**src/lss_pkg.sv**
```systemverilog
// Shared widths for the lifespan statistics block.
// No dependencies; the core, lss_div and lss_search refer to it by scoped names.
package lss_pkg;

	// Ages are unsigned Q6.8 days.
	localparam int AGE_W = 14;
	// Position of the whole-day part inside an age.
	localparam int FRAC_W = 8;
	// Width of the day index field.
	localparam int DAY_W = 6;
	// Width of the count fields of a result.
	localparam int OUT_CNT_W = 11;
	// Largest age value, the upper bound of the median search.
	localparam logic [AGE_W-1:0] AGE_MAX = '1;

endpackage

```
**src/lss_div.sv**
```systemverilog
// Restoring serial divider that produces the truncated mean, one quotient bit a cycle.
// Depends on lss_pkg for the age width.
module lss_div #(
	parameter int CW = 11,
	parameter int SW = 25
) (
	input  logic                       clk,
	input  logic                       arst_n,
	input  logic                       start,
	input  logic [SW-1:0]              dividend,
	input  logic [CW-1:0]              divisor,
	output logic                       done,
	output logic [lss_pkg::AGE_W-1:0]  quotient
);

	localparam int IW = $clog2(SW + 1);

	logic [SW-1:0] dq_q;
	logic [CW-1:0] rem_q;
	logic [IW-1:0] iter_q;
	logic          busy_q;
	logic          done_q;
	logic [CW:0]   rem_sh;
	logic          fits;

	// One restoring step: shift in the next dividend bit and try the subtract.
	assign rem_sh = {rem_q, dq_q[SW-1]};
	assign fits   = rem_sh >= {1'b0, divisor};

	// Control of the iteration count.
	always_ff @(posedge clk or negedge arst_n) begin
		if (!arst_n) begin
			busy_q <= 1'b0;
			done_q <= 1'b0;
			iter_q <= '0;
		end else begin
			done_q <= 1'b0;
			if (start) begin
				busy_q <= 1'b1;
				iter_q <= IW'(SW);
			end else if (busy_q) begin
				iter_q <= iter_q - 1'b1;
				if (iter_q == IW'(1)) begin
					busy_q <= 1'b0;
					done_q <= 1'b1;
				end
			end
		end
	end

	// Quotient and remainder registers.
	always_ff @(posedge clk) begin
		if (start) begin
			dq_q  <= dividend;
			rem_q <= '0;
		end else if (busy_q) begin
			dq_q  <= {dq_q[SW-2:0], fits};
			rem_q <= fits ? CW'(rem_sh - {1'b0, divisor}) : CW'(rem_sh);
		end
	end

	assign done     = done_q;
	assign quotient = dq_q[lss_pkg::AGE_W-1:0];

endmodule

```
**config.mk**
```make
export PLATFORM = sky130hd
export DESIGN_NAME = lss_div
export DESIGN_NICKNAME = d
export VERILOG_FILES = /design/src/lss_pkg.sv /design/src/lss_div.sv
export SDC_FILE = /design/constraint.sdc
export NUM_CORES = 1
export LEC_CHECK = 0
export ABC_CLOCK_PERIOD_IN_PS = 3000
export BUFFER_PORTS_ARGS = -buffer_cell sky130_fd_sc_hd__buf_2
export CAP_MARGIN = 20
export CORE_MARGIN = 5
export CORE_UTILIZATION = 57
export CTS_BUF_LIST = sky130_fd_sc_hd__clkbuf_8
export CTS_CLUSTER_SIZE = 10
export DETAILED_ROUTE_END_ITERATION = 8
export PLACE_DENSITY = 0.95
export SLEW_MARGIN = 20
export SYNTH_ARGS = -nofsm -noshare
export SYNTH_HDL_FRONTEND = slang
export SYNTH_SLANG_ARGS = --single-unit
```
**constraint.sdc**
```tcl
create_clock -name clk -period 3 [get_ports clk]
set_clock_uncertainty 0.15 [all_clocks]
set_input_delay 0.15 -clock clk [delete_from_list [all_inputs] [get_ports clk]]
set_output_delay 0.15 -clock clk [all_outputs]
set_load 0.01 [all_outputs]
```
## Yosys cells after proc, flatten, opt, wreduce, memory -nomap -nowiden

Cells that the tools add are included.

| storage, ports and cells | value |
|---|---|
| flip-flop bits (word level) | 43 |
| input bits | 39 |
| output and inout bits | 15 |
| logic and storage cells | 21 |

| operators by class | value |
|---|---|
| add/subtract/negate cells | 2 |
| $lt $le $gt $ge | 1 |
| equal/unequal tests | 1 |
| muxes and demuxes | 11 |
| reduce and logical (&&, ||, !) cells | 1 |

Operators by type and width:

| kind | number |
|---|---|
| 25-bit 2-to-1 mux | 2 |
| 12-bit by 11-bit >= comparator with 1-bit output | 1 |
| 11-bit 2-to-1 mux | 1 |
| 11-bit subtractor | 1 |
| 5-bit 2-to-1 mux | 2 |
| 1-bit 2-to-1 mux | 6 |
| 5-bit by 1-bit equality test with 1-bit output, second input constant | 1 |
| 5-bit by 1-bit subtractor with 5-bit output, second input constant | 1 |
| 2-bit nonzero test | 1 |

## Logic depth before layout (Yosys ltp)

Gate-level depths: netlist of the first run.

| logic depth | value |
|---|---|
| depth in word-level cells | 4 |
| gate-level depth with buffers | 10 |
| mapped depth without buffers | 9 |

## Worst setup path before layout of the first run

Ideal clock, no wire load.

| timing | value |
|---|---|
| kind | register to register |
| from | reg dq_q[24] |
| to | reg rem_q[0] |
| setup time | 79 ps |
| data arrival time | 2074 ps |
| data required time | 2771 ps |
| setup slack | 697 ps |
| cell stages (with the launch flop) | 10 |
| path buffers | 0 |
| clock period less this slack | 2303 ps |
| path through | edfxtp_1 inv_1 ha_1 fa_1 nor2b_4 o31a_1 o21ai_4 o21ai_4 mux2_4 a211oi_2 |

| between the ends | value |
|---|---|
| cells in the longest elaborated chain, start to end | 2 |
| elaborated cells on any way between the ends | 3 |
| those cells by class | 1 x add/sub; 1 x order compare; 1 x mux |

Ends and longest elaborated chain:

| item | RTL line | source |
|---|---|---|
| from (decl) | lss_div.sv:18 | `logic [SW-1:0] dq_q;` |
| from (signal assigned) | lss_div.sv:54 | `dq_q <= dividend;` |
| from (signal assigned) | lss_div.sv:57 | `dq_q <= {dq_q[SW-2:0], fits};` |
| 11-bit subtractor or 12-bit by 11-bit >= comparator with 1-bit output (tied branches) | lss_div.sv:58, lss_div.sv:28 |  |
| 11-bit 2-to-1 mux (*) | lss_div.sv:58 | `rem_q <= fits ? CW'(rem_sh - {1'b0, divisor}) : CW'(rem_sh);` |
| to (signal assigned) | lss_div.sv:58 |  |
| to (decl) | lss_div.sv:19 | `logic [CW-1:0] rem_q;` |

Mark *: on every way between the ends. The rest lies on a longest branch, timed or not.
A chain may end at the register's enable or synchronous reset.

## Final worst setup path of the first run

| timing | value |
|---|---|
| from | reg dq_q[24] |
| to | reg rem_q[3] |

The elaborated chain is that of the path after synthesis.

==> results of run 1 <==
[power groups by stage]
stage | combinational (mW) | clock [mW] | sequential (mW)
after floorplan | 0.697 | 0 | 0.794
after global placement | 0.783 | 0 | 0.818
after detailed placement | 0.810 | 0 | 0.824
after CTS | 0.821 | 0.345 | 0.811
after global routing | 0.907 | 0.372 | 0.822
final | 0.824 | 0.340 | 0.811
[layer usage]
metal | part of all wire [%] | global-route usage, %
met2 | 53 | 30.88
met3 | 3.8 | 3.588
met5 | 0 | 0
met1 | 41 | 20.84
met4 | 2.9 | 5.842
[kinds of logic after synthesis]
group | Yosys count | share of synthesized area (%)
buffers and inverters | 40 | 8.246
DFF | 43 | 43.66
xor gates and xnor gates | 9 | 3.003
adders and majority gates | 14 | 6.959
muxes | 33 | 13.97
and+or+nand+nor | 57 | 13.35
AOI/OAI and AO/OA | 39 | 10.82
[path summary, 6_finish.rpt]
kind,from,end,slack [ps],cells past startpoint
setup / recovery,dq_q[24],rem_q[3],300,10
min in group asynchronous,arst_n,iter_q[4],60,2
hold / removal,dividend[6],dq_q[6],7,2
setup reg to reg,dq_q[24],rem_q[3],300,10
max in group asynchronous,arst_n,done,2490,2
hold reg to reg,rem_q[8],rem_q[8],370,2
[per-stage QoR]
step	area, sq um	utilization, %	hold WS, ps	setup WS, ps	total power [mW]
finish	2918	66.10	7.105	302.0	1.975
global route	2918	66.10	8.279	210.0	2.100
CTS	2908	65.87	0.06292	307.1	1.977
detailed placement	2818	63.83	-161.7	334.7	1.634
floorplan	2625	-	-295.6	697.1	1.492
global placement	2818	63.83	-159.3	503.7	1.601
[Yosys cell counts, types with 2 or more instances]
| cell type | number |
|---|---|
| sky130_fd_sc_hd__nand2b_1 | 7 |
| sky130_fd_sc_hd__nand2_1 | 8 |
| sky130_fd_sc_hd__buf_1 | 3 |
| sky130_fd_sc_hd__nor4bb_1 | 2 |
| sky130_fd_sc_hd__inv_1 | 15 |
| sky130_fd_sc_hd__edfxtp_1 | 25 |
| sky130_fd_sc_hd__o31a_1 | 2 |
| sky130_fd_sc_hd__mux2i_1 | 7 |
| sky130_fd_sc_hd__clkbuf_1 | 4 |
| sky130_fd_sc_hd__a311oi_1 | 2 |
| sky130_fd_sc_hd__o21a_1 | 2 |
| sky130_fd_sc_hd__nor3_1 | 2 |
| sky130_fd_sc_hd__o21ai_4 | 2 |
| sky130_fd_sc_hd__nand3_1 | 2 |
| sky130_fd_sc_hd__nor3b_1 | 2 |
| sky130_fd_sc_hd__buf_2 | 2 |
| sky130_fd_sc_hd__xnor2_1 | 8 |
| sky130_fd_sc_hd__o21ai_1 | 4 |
| sky130_fd_sc_hd__dfrtp_1 | 7 |
| sky130_fd_sc_hd__mux2_2 | 25 |
| sky130_fd_sc_hd__o22ai_1 | 2 |
| sky130_fd_sc_hd__or3_1 | 2 |
| sky130_fd_sc_hd__nor2_1 | 19 |
| sky130_fd_sc_hd__a211oi_1 | 8 |
| sky130_fd_sc_hd__buf_4 | 15 |
| sky130_fd_sc_hd__o211ai_1 | 3 |
| sky130_fd_sc_hd__ha_1 | 13 |
| sky130_fd_sc_hd__a21oi_1 | 6 |
| sky130_fd_sc_hd__dfxtp_1 | 11 |
| sky130_fd_sc_hd__nor4_4 | 2 |
| sky130_fd_sc_hd__o21ai_0 | 4 |
[layout make-up]
class | instances | area, sq um
sequential | 43 | 1146
multi-input combinational | 152 | 1262
fill | 328 | 1496
inverter | 15 | 56.30
clock inverter | 3 | 11.26
timing repair buffer | 58 | 307.8
tap | 52 | 65.06
clock buffer | 5 | 68.82
[state kept, by name, summed over array words and instances (netlist names)]
signal / flops
busy_q: 1
done: 1
iter_q: 5
dq_q: 25
rem_q: 11
[worst max-delay path: cells and delay by family, from the launching register on]
kind / cells / cell delay [ps]
buffers and inverters: 2 / 270
multiplexers: 1 / 90
AO/OA/AOI/OAI: 4 / 980
flip-flops: 1 / 330
adder cells (fa/ha/maj): 2 / 640
AND/OR/NAND/NOR: 1 / 140
==> reports/metrics.yaml, run 1 <==
setup_path:
  cpMaxStageDelayCell: "sky130_fd_sc_hd__fa_1"
  critical_path_arrival_ps: 2740
  critical_path_cell_by_cell: "inv_1 > ha_1 > fa_1 > nor2b_4 > o31a_1 > o21ai_4 > o21ai_4 > buf_4 > mux2i_1 > a211oi_1"
  path_max_fanout: 10
  worstSetupEndpointType: "flop"
  crit_type: "reg2reg"
  setup.worst_path.start_class: "flop"
  cp.required_ps: 3040
  critical_path.max_stage_delay_ps: 440
  most_frequent_cell_on_the_critical_path: "sky130_fd_sc_hd__o21ai_4"
yosys:
  netlist_area_sq_um: 2625
  most_area_hungry_cell_type_in_the_yosys_netlist: "sky130_fd_sc_hd__edfxtp_1"
  synth_edf_count: 25
  seq_area_frac_synth_pct: 43.66
  post_synth_main_area_contributors: "sky130_fd_sc_hd__edfxtp_1, sky130_fd_sc_hd__mux2_2, sky130_fd_sc_hd__dfxtp_1"
  ys_dominant_reg_cell: "sky130_fd_sc_hd__edfxtp_1"
  synthDistinctLibCells: 50
  synth_cells: 235
  avgSynthCellArea_sq_um: 11.17
  synthesis.nets: 288
  synth_largest_type_area_fraction_pct: 28.60
  yosys_warnings: 0
  postSynth.asyncResetShare_pct: 16.28
  synth_seq_cells: 43
drt:
  routed_wire_length_per_instance_microns: 16.13
  drc: 0
  firstDrtPassIters: 6
  routed_vias_inst: 5.723
  drt_first_iter_violations: 157
  wirelength_microns: 5291
  vias: 1877
  final_antenna_net_count: 0
clocking:
  cts_resized: 0
  worst_setup_hold_path_clk_slew_ps: 80
  cts-hold-fix-buffers: 1
  cts_sinks: 43
  cts_tree: "yes"
  clk-insertion-delay-late_ps: 290
  numCtsBuffers: 5
  postCtsSetupRepairBufs: 0
  clk_root_buffer_cell: "sky130_fd_sc_hd__clkbuf_8"
  max-clock-path-buffers: 2
  cts.htree.levels: 2
power_and_ir_drop:
  power.leakage_nw: 1.272
  net-switching-power_mw: 0.6902
  vdd_ir_drop_max_v: 0.0002967
  powerDensity_nw_per_um2: 676.7
  pwr-share-comb_pct: 41.7
  p_sw_share_pct: 34.95
  internal_power_mw: 1.284
  p_clk_share_pct: 17.2
  seqPwrFrac_pct: 41.1
job:
  timing.max_cap.violations: 0
floorplanning:
  rows: 24
  ioPinCount: 54
  core-area_sq_um: 4414
  floorplan.initialDensity_pct: 59.47
  dieWidth_microns: 77.86
  die-height_microns: 77.86
  die_area_sq_um: 6062
global_routing:
  initial_antenna_violation_count: 0
  grt_first_pass_wirelength_microns: 8638
  maximum_number_of_pins_on_one_net_before_global_route_repair: 34
  overflow: 0
  gr-usage-all-layers_pct: 17.42
  grt_pass1_vias: 1866
timing:
  worst-slew-pin-transition_ps: 583.9
  setup_tns_ps: 0
  timing.final.setup_violations: 0
  post-route-min-period_ps: 2698
  grt_setup_unrepaired: "no"
  fmax_ghz: 0.3706
  period_utilization_pct: 89.93
  max-slew-margin-rel_pct: 61.08
  report.final.hold_viol_count: 0
  timing_max_transition_violations_final: 0
worst_hold_path:
  hold_path.class: "in2reg"
layout:
  fin_cells: 328
  area_growth_pct: 11.15
  layout.cells.most_common: "sky130_fd_sc_hd__buf_2"
  final_layout_size_suffix_gt1_share_pct: 34.78
  final_nets: 328
  final_cell_mix: "sky130_fd_sc_hd__buf_2, sky130_fd_sc_hd__mux2_2, sky130_fd_sc_hd__edfxtp_1"
  insertedDiodeCount: 0
placed_design:
  dpl.hpwl_microns: 3977
  port-buffer-count: 53
  globalplace.congestion: 0.8320
  place_inst: 318
status:
  status: "completed"
Note: power is estimated with default switching activity, not from simulation.
==> inputs of run 2 (changes only) <==
ABC_CLOCK_PERIOD_IN_PS = 2600   (was 3000)
clock period = 2.6 ns   (was 3 ns; I/O delays follow)
==> run 2 against run 1 <==
Global-route usage grew 5.1 points; register-to-register slack got worse by 240 ps; non-clock buffer count rose by 29; sequential cell count unchanged; clock-buffer cell count unchanged; sequential share of layout area is 3.8 points lower; via count increased by 13%; critical path depth did not move; setup slack worse by 240 ps; worst hold slack improved by 16 ps; cell count is 8.8% higher; wire length up 31%; critical path type unchanged.
==> reports/metrics.yaml, run 2 (same netlist as run 1, synthesis figures left out) <==
status:
  status: "completed"
floorplanning:
  rows: 24  # unchanged
  die-height_microns: 77.86  # unchanged
  core-area_sq_um: 4414  # unchanged
  dieWidth_microns: 77.86  # unchanged
  die_area_sq_um: 6062  # unchanged
  floorplan.initialDensity_pct: 59.47  # unchanged
  ioPinCount: 54  # unchanged
timing:
  report.final.hold_viol_count: 0  # unchanged
  grt_setup_unrepaired: "no"
  post-route-min-period_ps: 2542  # -156.2 ps
  timing_max_transition_violations_final: 0  # unchanged
  setup_tns_ps: 0  # unchanged
  period_utilization_pct: 97.76  # +7.8 points
  worst-slew-pin-transition_ps: 624.2  # +40.30 ps
  max-slew-margin-rel_pct: 58.39  # -2.7 points
  timing.final.setup_violations: 0  # unchanged
  fmax_ghz: 0.3934  # +6.1%
layout:
  final_nets: 357  # +8.8%
  area_growth_pct: 23.07
  layout.cells.most_common: "sky130_fd_sc_hd__buf_2"
  fillCellCount: 275  # -16%
  insertedDiodeCount: 0  # unchanged
  final_layout_size_suffix_gt1_share_pct: 34.43  # -0.36 points
  fin_cells: 357  # +8.8%
  final_cell_mix: "sky130_fd_sc_hd__buf_2, sky130_fd_sc_hd__dlygate4sd3_1, sky130_fd_sc_hd__mux2_2, sky130_fd_sc_hd__edfxtp_1, sky130_fd_sc_hd__nor2_1"
  top_registers: "dq_q (25), rem_q (11), iter_q (5)"
  largest_register: "dq_q"
  largest_register_ff_count: 25  # unchanged
clocking:
  cts_sinks: 43  # unchanged
  clk_root_buffer_cell: "sky130_fd_sc_hd__clkbuf_8"
  clk-insertion-delay-late_ps: 310  # +20 ps
  cts.htree.levels: 2  # unchanged
  max-clock-path-buffers: 2  # unchanged
  worst_setup_hold_path_clk_slew_ps: 80  # about the same
  cts_tree: "yes"
  numCtsBuffers: 5  # unchanged
setup_path:
  cp.required_ps: 2630  # -410 ps
  critical_path_arrival_ps: 2570  # -170 ps
  crit_type: "reg2reg"
  worstSetupEndpointType: "flop"
  setup.worst_path.start_class: "flop"
  path_max_fanout: 7  # -3
power_and_ir_drop:
  powerDensity_nw_per_um2: 785.7  # +16%
  power.leakage_nw: 1.408  # +11%
  vdd_ir_drop_max_v: 0.0004046  # +36%
drt:
  final_antenna_net_count: 0  # unchanged
  wirelength_microns: 6933  # +31%
  drt_first_iter_violations: 141  # -10%
  firstDrtPassIters: 5  # -1
  routed_vias_inst: 5.933  # +3.7%
  routed_wire_length_per_instance_microns: 19.42  # +20%
  vias: 2118  # +13%
  drc: 0  # unchanged
worst_hold_path:
  hold_path.class: "in2async"
global_routing:
  initial_antenna_violation_count: 0  # unchanged
  overflow: 0  # unchanged
  grt_pass1_vias: 2199  # +18%
  maximum_number_of_pins_on_one_net_before_global_route_repair: 32  # -5.9%
  grt_first_pass_wirelength_microns: 10740  # +24%
  gr-usage-all-layers_pct: 22.50  # +5.1 points
job:
  timing.max_cap.violations: 0  # unchanged
placed_design:
  port-buffer-count: 53  # unchanged
  dpl.hpwl_microns: 4010  # +0.84%
  place_inst: 319  # +0.31%
  globalplace.congestion: 0.8207  # -1.4%
==> run 2: cell types whose count changed in the layout (fill, tap and decap cells not counted) <==
cell | previous run | this run
sky130_fd_sc_hd__clkinv_1 | 2 | 1
sky130_fd_sc_hd__dlygate4sd3_1 | 2 | 26
sky130_fd_sc_hd__clkinv_2 | 0 | 1
sky130_fd_sc_hd__inv_1 | 16 | 15
sky130_fd_sc_hd__fa_2 | 0 | 1
sky130_fd_sc_hd__buf_4 | 3 | 8
sky130_fd_sc_hd__a211oi_2 | 1 | 2
sky130_fd_sc_hd__a211oi_1 | 8 | 7
sky130_fd_sc_hd__bufinv_16 | 0 | 1
sky130_fd_sc_hd__fa_1 | 1 | 0
==> run 2: worst paths after layout <==
kind / startpoint / endpoint / slack [ps] / depth (start not counted)
setup / recovery: dq_q[24] / rem_q[8] / 60 / 10
hold / removal: arst_n / iter_q[0] / 20 / 2
setup reg to reg: dq_q[24] / rem_q[8] / 60 / 10
hold reg to reg: rem_q[4] / rem_q[4] / 370 / 2
max in group asynchronous: arst_n / done / 2120 / 2
min in group clk: start / iter_q[2] / 150 / 2
==> run 2: stage by stage <==
step / hold slack [ps] / power (mW) / util (%) / setup WS [ps] / instance area, sq um
2_1_floorplan: -315.6 / 1.721 / - / 297.1 / 2625
3_3_place_gp: -181.2 / 1.844 / 64.00 / 201.2 / 2825
3_5_place_dp: -173.4 / 1.897 / 64.00 / 68.53 / 2825
4_1_cts: 4.918 / 2.468 / 72.28 / 9.609 / 3191
5_1_grt: 51.19 / 2.672 / 73.19 / 2.957 / 3231
6_report: 23.36 / 2.538 / 73.19 / 58.22 / 3231
==> run 2: area by class of cell <==
cell class                 count  area (sq um)  share of cell area, %
tap                           52         65.06                  2.014
clock buffer                   5         68.82                  2.130
multi-input combinational    152          1270                  39.31
sequential                    43          1146                  35.48
clock inverter                 3         38.79                  1.201
inverter                      15         56.30                  1.743
timing repair buffer          87         585.6                  18.13
==> run 2: per-layer routing <==
layer | global-route usage (%) | share of wire (%)
met5 | 0 | 0
met4 | 12.37 | 5.0
met3 | 5.093 | 6.7
met2 | 40.15 | 52
met1 | 24.34 | 36
==> run 2: worst max-delay path: stages, from the launching register on <==
cell and delay [ps]:
sky130_fd_sc_hd__edfxtp_1 340, sky130_fd_sc_hd__inv_1 60, sky130_fd_sc_hd__ha_1 220, sky130_fd_sc_hd__fa_2 400, sky130_fd_sc_hd__nor2b_4 140, sky130_fd_sc_hd__o31a_1 220, sky130_fd_sc_hd__o21ai_4 90, sky130_fd_sc_hd__o21ai_4 260
sky130_fd_sc_hd__buf_4 200, sky130_fd_sc_hd__mux2i_1 230, sky130_fd_sc_hd__a211oi_2 100
==> run 2: where the power goes <==
group | switching (mW) | internal (mW) | leakage, nW | total, mW
Combinational | 0.553 | 0.521 | 0.917 | 1.07
Sequential | 0.0931 | 0.849 | 0.435 | 0.942
Clock | 0.241 | 0.281 | 0.0556 | 0.523
==> run 2: timing repair <==
item                                    CTS  global route
hold endpoints to repair                 31             1
pin swaps                                 2             2
hold buffers                             25             1
endpoints found under the setup margin    1            11
buffers inserted                          1             3
resized for setup                         0             2
==> inputs of run 3 (changes only) <==
RECOVER_POWER = 25   (was unset)
REMOVE_ABC_BUFFERS = 1   (was unset)
==> run 3 against run 2 <==
Combinational power about the same; worst hold slack worse by 2.2 ps; via count down 3.8%; critical path depth unchanged; setup slack better by 88 ps; sequential share of layout area up 0.39 points; first-iteration DRC count up 11%.
==> reports/metrics.yaml, run 3 (same netlist as run 1, synthesis figures left out) <==
status:
  status: "completed"
power_and_ir_drop:
  power.leakage_nw: 1.345  # -4.5%
  p_total_mw: 2.429  # -4.3%
  vdd_ir_drop_max_v: 0.0004410  # +9.0%
  powerDensity_nw_per_um2: 760.3  # -3.2%
  pwr-share-comb_pct: 42.8  # +0.5 points
  p_clk_share_pct: 18.6  # -2.0 points
  internal_power_mw: 1.552  # -6.0%
  net-switching-power_mw: 0.8770  # -1.2%
  p_sw_share_pct: 36.10  # +1.1 points
  seqPwrFrac_pct: 38.6  # +1.5 points
setup_path:
  crit_type: "reg2reg"
  cp.required_ps: 2670  # +40 ps
  path_max_fanout: 8  # +1
  critical_path_arrival_ps: 2520  # -50 ps
  most_frequent_cell_on_the_critical_path: "sky130_fd_sc_hd__o21ai_4"
  rr_startpoint: "dq_q[24]"
  crit_buf_inv: 2  # unchanged
  critical_path.max_stage_delay_ps: 380  # -20 ps
  worstSetupEndpointType: "flop"
  worst_reg2reg_endpoint: "rem_q[6]"
  reg2reg_setup_slack_ps: 150  # +90 ps
  critical_path_cell_by_cell: "inv_1 > ha_2 > fa_2 > nor2b_4 > o31a_1 > o21ai_4 > o21ai_4 > buf_4 > and2_1 > a211oi_1"
  cpMaxStageDelayCell: "sky130_fd_sc_hd__edfxtp_1"
  path_delay_family: "compound AO/OA/AOI/OAI gates"
  r2r_cells: 10  # unchanged
  setup.worst_path.start_class: "flop"
timing:
  report.final.hold_viol_count: 0  # unchanged
  period_utilization_pct: 94.39  # -3.4 points
  timing_max_transition_violations_final: 0  # unchanged
  timing.final.setup_violations: 0  # unchanged
  post-route-min-period_ps: 2454  # -87.67 ps
  setup_tns_ps: 0  # unchanged
  max-slew-margin-rel_pct: 58.56  # +0.17 points
  worst-slew-pin-transition_ps: 621.6  # -2.589 ps
  fmax_ghz: 0.4075  # +3.6%
worst_hold_path:
  hold_path.class: "in2reg"
  hold-path-endpoint: "dq_q[18]"
  hold_depth: 2
  hold_path_startpoint: "dividend[18]"
layout:
  final_nets: 357  # unchanged
  final_layout_size_suffix_gt1_share_pct: 30.16  # -4.3 points
  final_cell_mix: "sky130_fd_sc_hd__buf_2, sky130_fd_sc_hd__mux2_2, sky130_fd_sc_hd__edfxtp_1, sky130_fd_sc_hd__dlygate4sd3_1, sky130_fd_sc_hd__nor2_1"
  largest_register_ff_count: 25  # unchanged
  area_growth_pct: 21.73
  layout.cells.most_common: "sky130_fd_sc_hd__buf_2"
  fillCellCount: 300  # +9.1%
  insertedDiodeCount: 0  # unchanged
  largest_register: "dq_q"
  top_registers: "dq_q (25), rem_q (11), iter_q (5)"
clocking:
  clk-insertion-delay-late_ps: 310  # about the same
  numCtsBuffers: 5  # unchanged
  cts_tree: "yes"
  clk_root_buffer_cell: "sky130_fd_sc_hd__clkbuf_8"
  worst_setup_hold_path_clk_slew_ps: 90  # about the same
  max-clock-path-buffers: 2  # unchanged
  cts_sinks: 43  # unchanged
  cts.htree.levels: 2  # unchanged
placed_design:
  globalplace.congestion: 0.8600  # +4.8%
  port-buffer-count: 53  # unchanged
  dpl.hpwl_microns: 3824  # -4.7%
global_routing:
  grt_first_pass_wirelength_microns: 9846  # -8.3%
  grt.met2_usage_pct: 36.23  # -3.9 points
  gr-usage-all-layers_pct: 20.76  # -1.7 points
  maximum_number_of_pins_on_one_net_before_global_route_repair: 32  # unchanged
  use_met3_pct: 5.440  # +0.35 points
  grt_busiest_layer: "met2"
  overflow: 0  # unchanged
  groute.layer.met1.usage_pct: 22.71  # -1.6 points
  initial_antenna_violation_count: 0  # unchanged
  grt_pass1_vias: 2043  # -7.1%
drt:
  final_antenna_net_count: 0  # unchanged
  drc: 0  # unchanged
  firstDrtPassIters: 4  # -1
  routed_wire_length_per_instance_microns: 17.50  # -9.9%
  vias: 2038  # -3.8%
  routed_vias_inst: 5.709  # -3.8%
  drt_first_iter_violations: 157  # +11%
  wirelength_microns: 6247  # -9.9%
job:
  timing.max_cap.violations: 0  # unchanged
floorplanning:
  dieWidth_microns: 77.86  # unchanged
  die-height_microns: 77.86  # unchanged
  core-area_sq_um: 4414  # unchanged
  floorplan.initialDensity_pct: 59.47  # unchanged
  rows: 24  # unchanged
  ioPinCount: 54  # unchanged
  die_area_sq_um: 6062  # unchanged
## run 3: worst max-delay path by stage
stage	slack, ps	endpoint	start	cells past startpoint
after floorplan	140	rem_q[0]	dq_q[24]	9
after global placement	180	rem_q[0]	dq_q[24]	9
after detailed placement	90	rem_q[0]	dq_q[24]	9
after CTS	60	rem_q[0]	dq_q[24]	9
after global routing	-0.8	rem_q[6]	dq_q[24]	10
final	150	rem_q[6]	dq_q[24]	10
## run 3: worst register-to-register path, delay by kind of cell (launching register included)
family,cells,cell delay [ps]
DFF,1,380
AOI/OAI and AO/OA,4,890
and+or+nand+nor,2,230
buffers and inverters,2,280
adders and majority gates,2,450
## run 3: routing by layer
metal / share of wire, % / vias to the layer above
met2: 52 / 78
met1: 38 / 971
met4: 4.1 / 0
met3: 6.0 / 19
li1: - / 970
met5: 0 / -
## run 3: power groups by stage
stage / Clock, mW / Combinational, mW / Sequential (mW)
after CTS: 0.451 / 0.985 / 0.930
after floorplan: 0 / 0.707 / 0.937
after global routing: 0.488 / 1.14 / 0.948
final: 0.452 / 1.04 / 0.937
after global placement: 0 / 0.918 / 0.938
after detailed placement: 0 / 0.949 / 0.941
## run 3: final cells by class
class | count | area (sq um) | area share [%]
multi-input combinational | 152 | 1272 | 39.82
sequential | 43 | 1146 | 35.87
timing repair buffer | 87 | 563.0 | 17.62
clock buffer | 5 | 68.82 | 2.153
tap | 52 | 65.06 | 2.036
inverter | 15 | 56.30 | 1.762
clock inverter | 3 | 23.77 | 0.7439
## run 3: metrics by stage
step | cells | hold WS (ps) | setup WS, ps | instance area [sq um] | utilization (%)
floorplan | 210 | -315.6 | 137.0 | 2465 | -
global placement | 321 | -181.2 | 182.1 | 2840 | 64.34
detailed placement | 321 | -181.8 | 89.74 | 2840 | 64.34
CTS | 353 | 5.430 | 63.84 | 3173 | 71.88
global route | 357 | 9.364 | -0.8031 | 3196 | 72.39
finish | 357 | 21.13 | 145.9 | 3196 | 72.39
## run 3: repair_timing
action,in CTS,in global routing
hold buffers,24,1
hold endpoints to repair,33,1
setup endpoints to repair,0,8
setup buffers,0,3
gates resized for setup,0,3
